`config.mk`:
```
export PLATFORM = sky130hd
export DESIGN_NAME = round_robin_task_table_core_flat
export DESIGN_NICKNAME = d
export VERILOG_FILES = /design/src/hw/rtl/rrtt_pkg.sv /design/src/hw/rtl/rrtt_req_if.sv /design/src/hw/rtl/rrtt_rsp_if.sv /design/src/hw/rtl/rrtt_in_reg.sv /design/src/hw/rtl/rrtt_table.sv /design/src/hw/rtl/rrtt_out_reg.sv /design/src/hw/rtl/round_robin_task_table_core.sv /design/src/flat_wrapper.sv
export SDC_FILE = /design/constraint.sdc
export NUM_CORES = 1
export LEC_CHECK = 0
export BUFFER_PORTS_ARGS = -buffer_cell sky130_fd_sc_hd__buf_2
export CAP_MARGIN = 0
export CORE_MARGIN = 3
export CORE_UTILIZATION = 55
export DETAILED_ROUTE_END_ITERATION = 8
export GPL_TIMING_DRIVEN = 0
export PLACE_DENSITY = 0.74
export RECOVER_POWER = 50
export SLEW_MARGIN = 20
export SYNTH_ARGS = -nofsm -noshare
export SYNTH_HDL_FRONTEND = slang
export SYNTH_SLANG_ARGS = --single-unit
```
`constraint.sdc`:
```
create_clock -name clk -period 3.3 [get_ports clk]
set_input_delay 0.495 -clock clk [delete_from_list [all_inputs] [get_ports clk]]
set_output_delay 0.495 -clock clk [all_outputs]
set_load 0.01 [all_outputs]
```
`src/hw/rtl/rrtt_pkg.sv`:
```
// Shared constants, codes and transaction types for the round-robin task table.
package rrtt_pkg;

  // Table depth and the widths that follow from it.
  localparam int MAX_TASKS = 4;
  localparam int POS_W     = (MAX_TASKS > 1) ? $clog2(MAX_TASKS) : 1;
  localparam int CNT_W     = $clog2(MAX_TASKS + 1);

  // Fixed field widths.
  localparam int ACTION_W = 2;
  localparam int ID_W     = 8;
  localparam int STATUS_W = 3;
  localparam int COUNT_W  = 3;

  // Action codes.
  localparam logic [ACTION_W-1:0] ACT_CREATE   = 2'd0;
  localparam logic [ACTION_W-1:0] ACT_DELETE   = 2'd1;
  localparam logic [ACTION_W-1:0] ACT_DISPATCH = 2'd2;

  // Status codes.
  localparam logic [STATUS_W-1:0] ST_DONE    = 3'd0;
  localparam logic [STATUS_W-1:0] ST_PRESENT = 3'd1;
  localparam logic [STATUS_W-1:0] ST_FULL    = 3'd2;
  localparam logic [STATUS_W-1:0] ST_MISSING = 3'd3;
  localparam logic [STATUS_W-1:0] ST_EMPTY   = 3'd4;
  localparam logic [STATUS_W-1:0] ST_BADID   = 3'd5;

  // One request as held in the input register.
  typedef struct packed {
    logic [ACTION_W-1:0] action;
    logic [ID_W-1:0]     task_id;
  } req_t;

  // One result as held in the result register.
  typedef struct packed {
    logic [STATUS_W-1:0] status;
    logic [ID_W-1:0]     task_out;
    logic [COUNT_W-1:0]  task_count;
  } rsp_t;

endpackage

```
`src/hw/rtl/rrtt_req_if.sv`:
```
// Request channel: valid/ready handshake carrying an action and a task identifier.
interface rrtt_req_if import rrtt_pkg::*; ();

  logic                valid;
  logic                ready;
  logic [ACTION_W-1:0] action;
  logic [ID_W-1:0]     task_id;

  modport source (output valid, action, task_id, input ready);
  modport sink   (input valid, action, task_id, output ready);

endinterface

```
`src/hw/rtl/rrtt_rsp_if.sv`:
```
// Result channel: valid/ready handshake carrying status, dispatched task and count.
interface rrtt_rsp_if import rrtt_pkg::*; ();

  logic                valid;
  logic                ready;
  logic [STATUS_W-1:0] status;
  logic [ID_W-1:0]     task_out;
  logic [COUNT_W-1:0]  task_count;

  modport source (output valid, status, task_out, task_count, input ready);
  modport sink   (input valid, status, task_out, task_count, output ready);

endinterface

```
`src/hw/rtl/rrtt_in_reg.sv`:
```
// Input register: captures one request transaction and holds it until it is processed.
module rrtt_in_reg import rrtt_pkg::*; (
  input  logic         clk,
  input  logic         rst,
  rrtt_req_if.sink     req,
  input  logic         advance,
  output logic         valid,
  output req_t         data
);

  logic valid_next;

  // The register can take a new transaction when empty or when its content moves on,
  // and takes none while reset is held.
  assign req.ready = !rst && (!valid || advance);

  always_comb begin
    if (req.valid && req.ready) begin
      valid_next = 1'b1;
    end else if (advance) begin
      valid_next = 1'b0;
    end else begin
      valid_next = valid;
    end
  end

  always_ff @(posedge clk) begin
    if (rst) begin
      valid <= 1'b0;
    end else begin
      valid <= valid_next;
    end
  end

  // Payload needs no reset.
  always_ff @(posedge clk) begin
    if (req.valid && req.ready) begin
      data.action  <= req.action;
      data.task_id <= req.task_id;
    end
  end

endmodule

```
`src/hw/rtl/rrtt_table.sv`:
```
// Task table state with the combinational create, delete and dispatch logic.
module rrtt_table import rrtt_pkg::*; (
  input  logic clk,
  input  logic rst,
  input  logic fire,
  input  req_t req,
  output rsp_t rsp
);

  logic [ID_W-1:0]  task_list      [MAX_TASKS];
  logic [ID_W-1:0]  task_list_next [MAX_TASKS];
  logic [ID_W-1:0]  shifted        [MAX_TASKS];
  logic [CNT_W-1:0] length;
  logic [CNT_W-1:0] length_next;
  logic [POS_W-1:0] run_pos;
  logic [POS_W-1:0] run_pos_next;
  logic [MAX_TASKS-1:0] hit;
  logic [MAX_TASKS-1:0] at_or_above;
  logic                 found;
  logic [POS_W-1:0]     run_eff;
  logic [CNT_W-1:0]     run_inc;
  logic [STATUS_W-1:0]  status;
  logic [ID_W-1:0]      chosen;

  // Parallel compare against every listed entry.
  always_comb begin
    for (int i = 0; i < MAX_TASKS; i++) begin
      hit[i] = (CNT_W'(i) < length) && (task_list[i] == req.task_id);
    end
  end

  assign found = |hit;

  // Entries at or above the matching one take part in the shift down.
  always_comb begin
    for (int i = 0; i < MAX_TASKS; i++) begin
      at_or_above[i] = 1'b0;
      for (int j = 0; j <= i; j++) begin
        at_or_above[i] = at_or_above[i] | hit[j];
      end
    end
  end

  // The list moved down by one place, with zero entering at the top.
  always_comb begin
    for (int i = 0; i < MAX_TASKS - 1; i++) begin
      shifted[i] = task_list[i+1];
    end
    shifted[MAX_TASKS-1] = '0;
  end

  // Run position, wrapped to the first entry when deletes left it past the end.
  always_comb begin
    run_eff = (CNT_W'(run_pos) >= length) ? '0 : run_pos;
    run_inc = CNT_W'(run_eff) + CNT_W'(1);
  end

  // Action decode and next state.
  always_comb begin
    task_list_next = task_list;
    length_next    = length;
    run_pos_next   = run_pos;
    status         = ST_DONE;
    chosen         = '0;
    case (req.action)
      ACT_CREATE: begin
        if (req.task_id == '0) begin
          status = ST_BADID;
        end else if (found) begin
          status = ST_PRESENT;
        end else if (length >= CNT_W'(MAX_TASKS)) begin
          status = ST_FULL;
        end else begin
          for (int i = 0; i < MAX_TASKS; i++) begin
            if (CNT_W'(i) == length) begin
              task_list_next[i] = req.task_id;
            end
          end
          length_next = length + CNT_W'(1);
        end
      end
      ACT_DELETE: begin
        if (req.task_id == '0) begin
          status = ST_BADID;
        end else if (!found) begin
          status = ST_MISSING;
        end else begin
          for (int i = 0; i < MAX_TASKS; i++) begin
            if (at_or_above[i]) begin
              task_list_next[i] = shifted[i];
            end
          end
          length_next = length - CNT_W'(1);
        end
      end
      ACT_DISPATCH: begin
        if (length == '0) begin
          status       = ST_EMPTY;
          run_pos_next = '0;
        end else begin
          chosen       = task_list[run_eff];
          run_pos_next = (run_inc >= length) ? '0 : run_inc[POS_W-1:0];
        end
      end
      default: begin
        // Unused action code: no change, plain done status.
        status = ST_DONE;
      end
    endcase
  end

  assign rsp.status     = status;
  assign rsp.task_out   = chosen;
  assign rsp.task_count = COUNT_W'(length_next);

  // State update when the transaction moves into the result register.
  always_ff @(posedge clk) begin
    if (rst) begin
      length  <= '0;
      run_pos <= '0;
      for (int i = 0; i < MAX_TASKS; i++) begin
        task_list[i] <= '0;
      end
    end else if (fire) begin
      length    <= length_next;
      run_pos   <= run_pos_next;
      task_list <= task_list_next;
    end
  end

  // Listed entries are nonzero and the unused tail is kept at zero.
  logic [MAX_TASKS-1:0] layout_ok;
  always_comb begin
    for (int i = 0; i < MAX_TASKS; i++) begin
      layout_ok[i] = (CNT_W'(i) < length) ? (task_list[i] != '0) : (task_list[i] == '0);
    end
  end

  a_length_bound: assert property (@(posedge clk) disable iff (rst)
    length <= CNT_W'(MAX_TASKS))
    else $error("task count exceeds table depth");

  a_layout: assert property (@(posedge clk) disable iff (rst)
    &layout_ok)
    else $error("task list is not compacted");

  a_create_grows: assert property (@(posedge clk) disable iff (rst)
    fire && req.action == ACT_CREATE && status == ST_DONE
    |=> length == $past(length) + CNT_W'(1))
    else $error("successful create did not add an entry");

  a_dispatch_nonzero: assert property (@(posedge clk) disable iff (rst)
    fire && req.action == ACT_DISPATCH && status == ST_DONE |-> chosen != '0)
    else $error("dispatch returned an empty entry");

endmodule

```
`src/hw/rtl/rrtt_out_reg.sv`:
```
// Result register: holds one result transaction until the sink takes it.
module rrtt_out_reg import rrtt_pkg::*; (
  input  logic        clk,
  input  logic        rst,
  input  logic        load,
  input  rsp_t        data,
  output logic        can_load,
  rrtt_rsp_if.source  rsp
);

  logic valid;
  logic valid_next;
  rsp_t held;

  // A new result may enter when the register is empty or is being emptied.
  assign can_load = !valid || rsp.ready;

  always_comb begin
    if (load) begin
      valid_next = 1'b1;
    end else if (rsp.ready) begin
      valid_next = 1'b0;
    end else begin
      valid_next = valid;
    end
  end

  always_ff @(posedge clk) begin
    if (rst) begin
      valid <= 1'b0;
    end else begin
      valid <= valid_next;
    end
  end

  always_ff @(posedge clk) begin
    if (load) begin
      held <= data;
    end
  end

  assign rsp.valid      = valid;
  assign rsp.status     = held.status;
  assign rsp.task_out   = held.task_out;
  assign rsp.task_count = held.task_count;

endmodule

```
`src/hw/rtl/round_robin_task_table_core.sv`:
```
// A request waits in the input register until the result register can take its result.
// One request per cycle while results are taken; compare-and-shift is combinational.
// A stalled result holds in the result register while one more request waits at the input.
// Reset (synchronous, active high) empties the table, zeroes the run position and
// clears both registers; requests are accepted from the first cycle after reset.
module round_robin_task_table_core import rrtt_pkg::*; (
  input  logic       clk,
  input  logic       rst,
  rrtt_req_if.sink   req,
  rrtt_rsp_if.source rsp
);

  logic in_valid;
  req_t in_data;
  rsp_t result;
  logic can_load;
  logic advance;

  // A held request is processed when the result register can take its result.
  assign advance = in_valid && can_load;

  rrtt_in_reg u_in_reg (
    .clk     (clk),
    .rst     (rst),
    .req     (req),
    .advance (advance),
    .valid   (in_valid),
    .data    (in_data)
  );

  rrtt_table u_table (
    .clk  (clk),
    .rst  (rst),
    .fire (advance),
    .req  (in_data),
    .rsp  (result)
  );

  rrtt_out_reg u_out_reg (
    .clk      (clk),
    .rst      (rst),
    .load     (advance),
    .data     (result),
    .can_load (can_load),
    .rsp      (rsp)
  );

endmodule

```
`src/flat_wrapper.sv`:
```
// flat-port wrapper written by rule: the top's interface ports become plain ports
module round_robin_task_table_core_flat import rrtt_pkg::*;
  (clk, rst, req_valid, req_action, req_task_id, req_ready, rsp_valid, rsp_status, rsp_task_out, rsp_task_count, rsp_ready);
  rrtt_req_if req_i ();
  rrtt_rsp_if rsp_i ();
  input  logic clk;
  input  logic rst;
  input wire logic [$bits(req_i.valid)-1:0] req_valid;
  input wire logic [$bits(req_i.action)-1:0] req_action;
  input wire logic [$bits(req_i.task_id)-1:0] req_task_id;
  output wire logic [$bits(req_i.ready)-1:0] req_ready;
  output wire logic [$bits(rsp_i.valid)-1:0] rsp_valid;
  output wire logic [$bits(rsp_i.status)-1:0] rsp_status;
  output wire logic [$bits(rsp_i.task_out)-1:0] rsp_task_out;
  output wire logic [$bits(rsp_i.task_count)-1:0] rsp_task_count;
  input wire logic [$bits(rsp_i.ready)-1:0] rsp_ready;
  assign req_i.valid = req_valid;
  assign req_i.action = req_action;
  assign req_i.task_id = req_task_id;
  assign req_ready = req_i.ready;
  assign rsp_valid = rsp_i.valid;
  assign rsp_status = rsp_i.status;
  assign rsp_task_out = rsp_i.task_out;
  assign rsp_task_count = rsp_i.task_count;
  assign rsp_i.ready = rsp_ready;
  round_robin_task_table_core u_core (.clk(clk), .rst(rst), .req(req_i), .rsp(rsp_i));
endmodule
```
==> metrics.md <==
| Metric | Value |
|---|---|
| R2r startpoint | `u_core.u_table.length[0]` |
| Syn_nets | `442` |
| Vias | `3402` |
| Synth cell types | `49` |
| 1st-iter DRT viols | `377` |
| Gp weighted congestion | `0.934` |
| Crit path capture type | `flip-flop` |
| Core ar. | `6490 um2` |
| Register bit total from synthesis | `63` |
| Clk sink count | `63` |
| Peak VDD IR | `263 uV` |
| Status | `finished clean` |
| Power per standard cell area | `404 nW/um2` |
| Async SR Flop Fraction | `0` |
| Final wirelength | `10.3 mm` |
| Pin count of the biggest net entering global routing | `19` |
| EDFF count, synth | `24` |
| Max_cap viols | `0` |
| Endpoints failing hold | `0` |
| Die footprint | `7880 um2` |
| Post-CTS setup buffers | `0` |
| Slew Limit Headroom | `0.310` |
| Routed Antenna Nets | `0` |
| Critical path class | `flip-flop to flip-flop` |
| Post-Syn Area per Cell | `9.04 um2` |
| H-Tree Depth | `3` |
| Overall routing resource usage | `0.287` |
| Final Skew | `7.87 ps` |
| Yosys top cell by area | `dfxtp_1` |
| CP startpoint | `u_core.u_table.length[0]` |
| Crit path max fanout | `10` |
| Most numerous cell in the Yosys netlist | `a21oi_1` |
| Antenna fix cells | `0` |
| Ys flop type | `dfxtp_1` |
| Final setup viols | `0` |
| Final period util | `0.924` |
| Inserted Clock Buffers | `9` |
| Final net count | `482` |
| Setup TNS | `0 ps` |
| Initial core utilization | `0.580` |
| HPWL after DPL | `7.39 mm` |
| Vias per cell | `6.31` |
| Clock root cell | `clkbuf_8` |
| Port buffer count | `29` |
| Post-layout min period | `3050 ps` |
| Warnings from Yosys | `0` |
| Vias in the first global route | `3254` |
| Leak Pwr | `0.00155 uW` |
| Worst reg-to-reg setup slack | `250 ps` |
| First-pass GRT wire length | `16.8 mm` |
| Hold path start | `req_task_id[0]` |
| Global route overflow | `0` |
| Bufs on Longest Clock Path | `2` |
| Commonest cells post-synth | `69 x a21oi_1, 40 x o21ai_0, 39 x dfxtp_1` |
| Pins over their slew limit | `0` |
| Startpoint Class | `flip-flop` |
| Clk slew on worst S/H paths | `70 ps` |
| FMAX | `328 MHz` |
| Synthesized area | `3770 um2` |
| Finished Cell Area | `4180 um2` |
| Seq/Total Area, Yosys | `0.398` |
| Die height | `88.8 um` |
| WP data required | `3560 ps` |
| Placed Instance Area | `4010 um2` |
| Die W | `88.8 um` |
| RSZ-0062 raised after global routing | `false` |
| Initial antenna violation count | `0` |
| Worst skew pair latency | `340 ps` |
| Top-area cell type share of the netlist area | `0.207` |
| CP Data Arrival Time | `3310 ps` |
| Share of cells above drive strength 1 | `0.106` |
| CTS tree | `yes` |
| Mapped Cells | `417` |
| Worst min path class | `input port to flip-flop` |
| Synth-to-layout area growth | `10.8%` |
| Post-route DRC | `0` |
| DRT Pass-1 Iters | `6` |
| Top Ports | `30` |
| Rows | `29` |
| Worst Max-Slew Pin Slew | `1040 ps` |
| Largest cells by area after synthesis | `dfxtp_1 21%, edfxtp_1 19%, a21oi_1 9.2%` |
| Routed WL per cell | `19.0 um` |
[registers in the layout, indices dropped and copies added (netlist names)]
name and cells:
u_core.u_table.task_list 8, u_core.u_in_reg.data 10, u_core.u_table.shifted 24, u_core.u_out_reg.rsp.task_out 8, u_core.u_out_reg.rsp.task_count 3, u_core.u_out_reg.rsp.status 3
u_core.u_in_reg.valid 1, u_core.u_out_reg.rsp.valid 1, u_core.u_table.run_pos 2, u_core.u_table.length 3
[stage by stage]
step	utilization	total power [uW]	worst slack (ps)	instances	hold slack (ps)
3_5_place_dp	0.617	1050	169	523	501
3_3_place_gp	0.617	1040	235	523	489
5_1_grt	0.643	1760	49.4	539	309
2_1_floorplan	-	983	791	417	474
4_1_cts	0.646	1700	262	539	308
6_report	0.643	1690	251	539	324
[cell type report]
type	instances	area, um2
buffer	36	190
clock buffer	15	156
clock inverter	1	30.0
fill	585	2320
inverter	7	26.3
multi-input combinational	311	2050
sequential	63	1500
tap	77	96.3
timing repair buffer	29	124
[layout by cell type (no fill, tap or decap), types with 3 or more instances in the layout]
cell type,instances
mux2i_1,9
nand2_1,15
o21ai_0,40
a21oi_1,69
buf_2,17
nand2b_1,6
nand3_1,5
clkbuf_1,44
edfxtp_1,24
nor3_1,3
dfxtp_1,39
nor2b_1,11
clkbuf_8,10
xnor2_1,11
nand4_1,4
o221ai_1,8
inv_1,7
buf_6,6
o41ai_1,6
nor2_1,20
ha_1,11
and2_1,10
nor4_1,5
xor2_1,22
or3_1,26
[what timing repair did]
item                       CTS  global route
resized for setup            0             1
setup endpoints to repair    0             1
hold endpoints to repair     0             0
hold buffers                 0             0
[per-layer routing]
metal,global-route usage,share of wire,vias to the layer above
li1,-,-,1595
met1,0.411,0.45,1623
met2,0.423,0.44,163
met3,0.0596,0.088,21
met4,0.111,0.023,0
met5,0,0,-
[where the power goes]
group	switching [uW]	internal (uW)	total [uW]
Combinational	125	61.7	186
Sequential	14.5	830	844
Clock	284	372	656
[critical path: stages, from the launching register on]
cell and delay (ps):
dfxtp_1 460, clkbuf_1 340, a21oi_1 120, nor4_1 280
nand4_1 330, nand4_4 240, mux2i_4 440, clkbuf_1 410
o21ai_0 190, a21oi_1 150
[kinds of logic (layout without fill, tap and decap cells)]
group,Yosys count,count (layout),share of synthesized area
compound gates,140,140,0.220
simple gates,115,115,0.174
flops,63,63,0.398
buf+inv,43,88,0.0578
xor+xnor,34,34,0.0810
fa+ha+maj,11,11,0.0365
mux,11,11,0.0329
[worst paths after layout]
check | to | cells after the start
worst max-delay path | u_core.u_table.shifted[25] | 9
worst min-delay path | u_core.u_in_reg.data[0] | 1
worst max register to register | u_core.u_table.shifted[25] | 9
worst min register to register | u_core.u_table.task_list[26] | 2
Note: power is estimated with default switching activity, not from simulation.
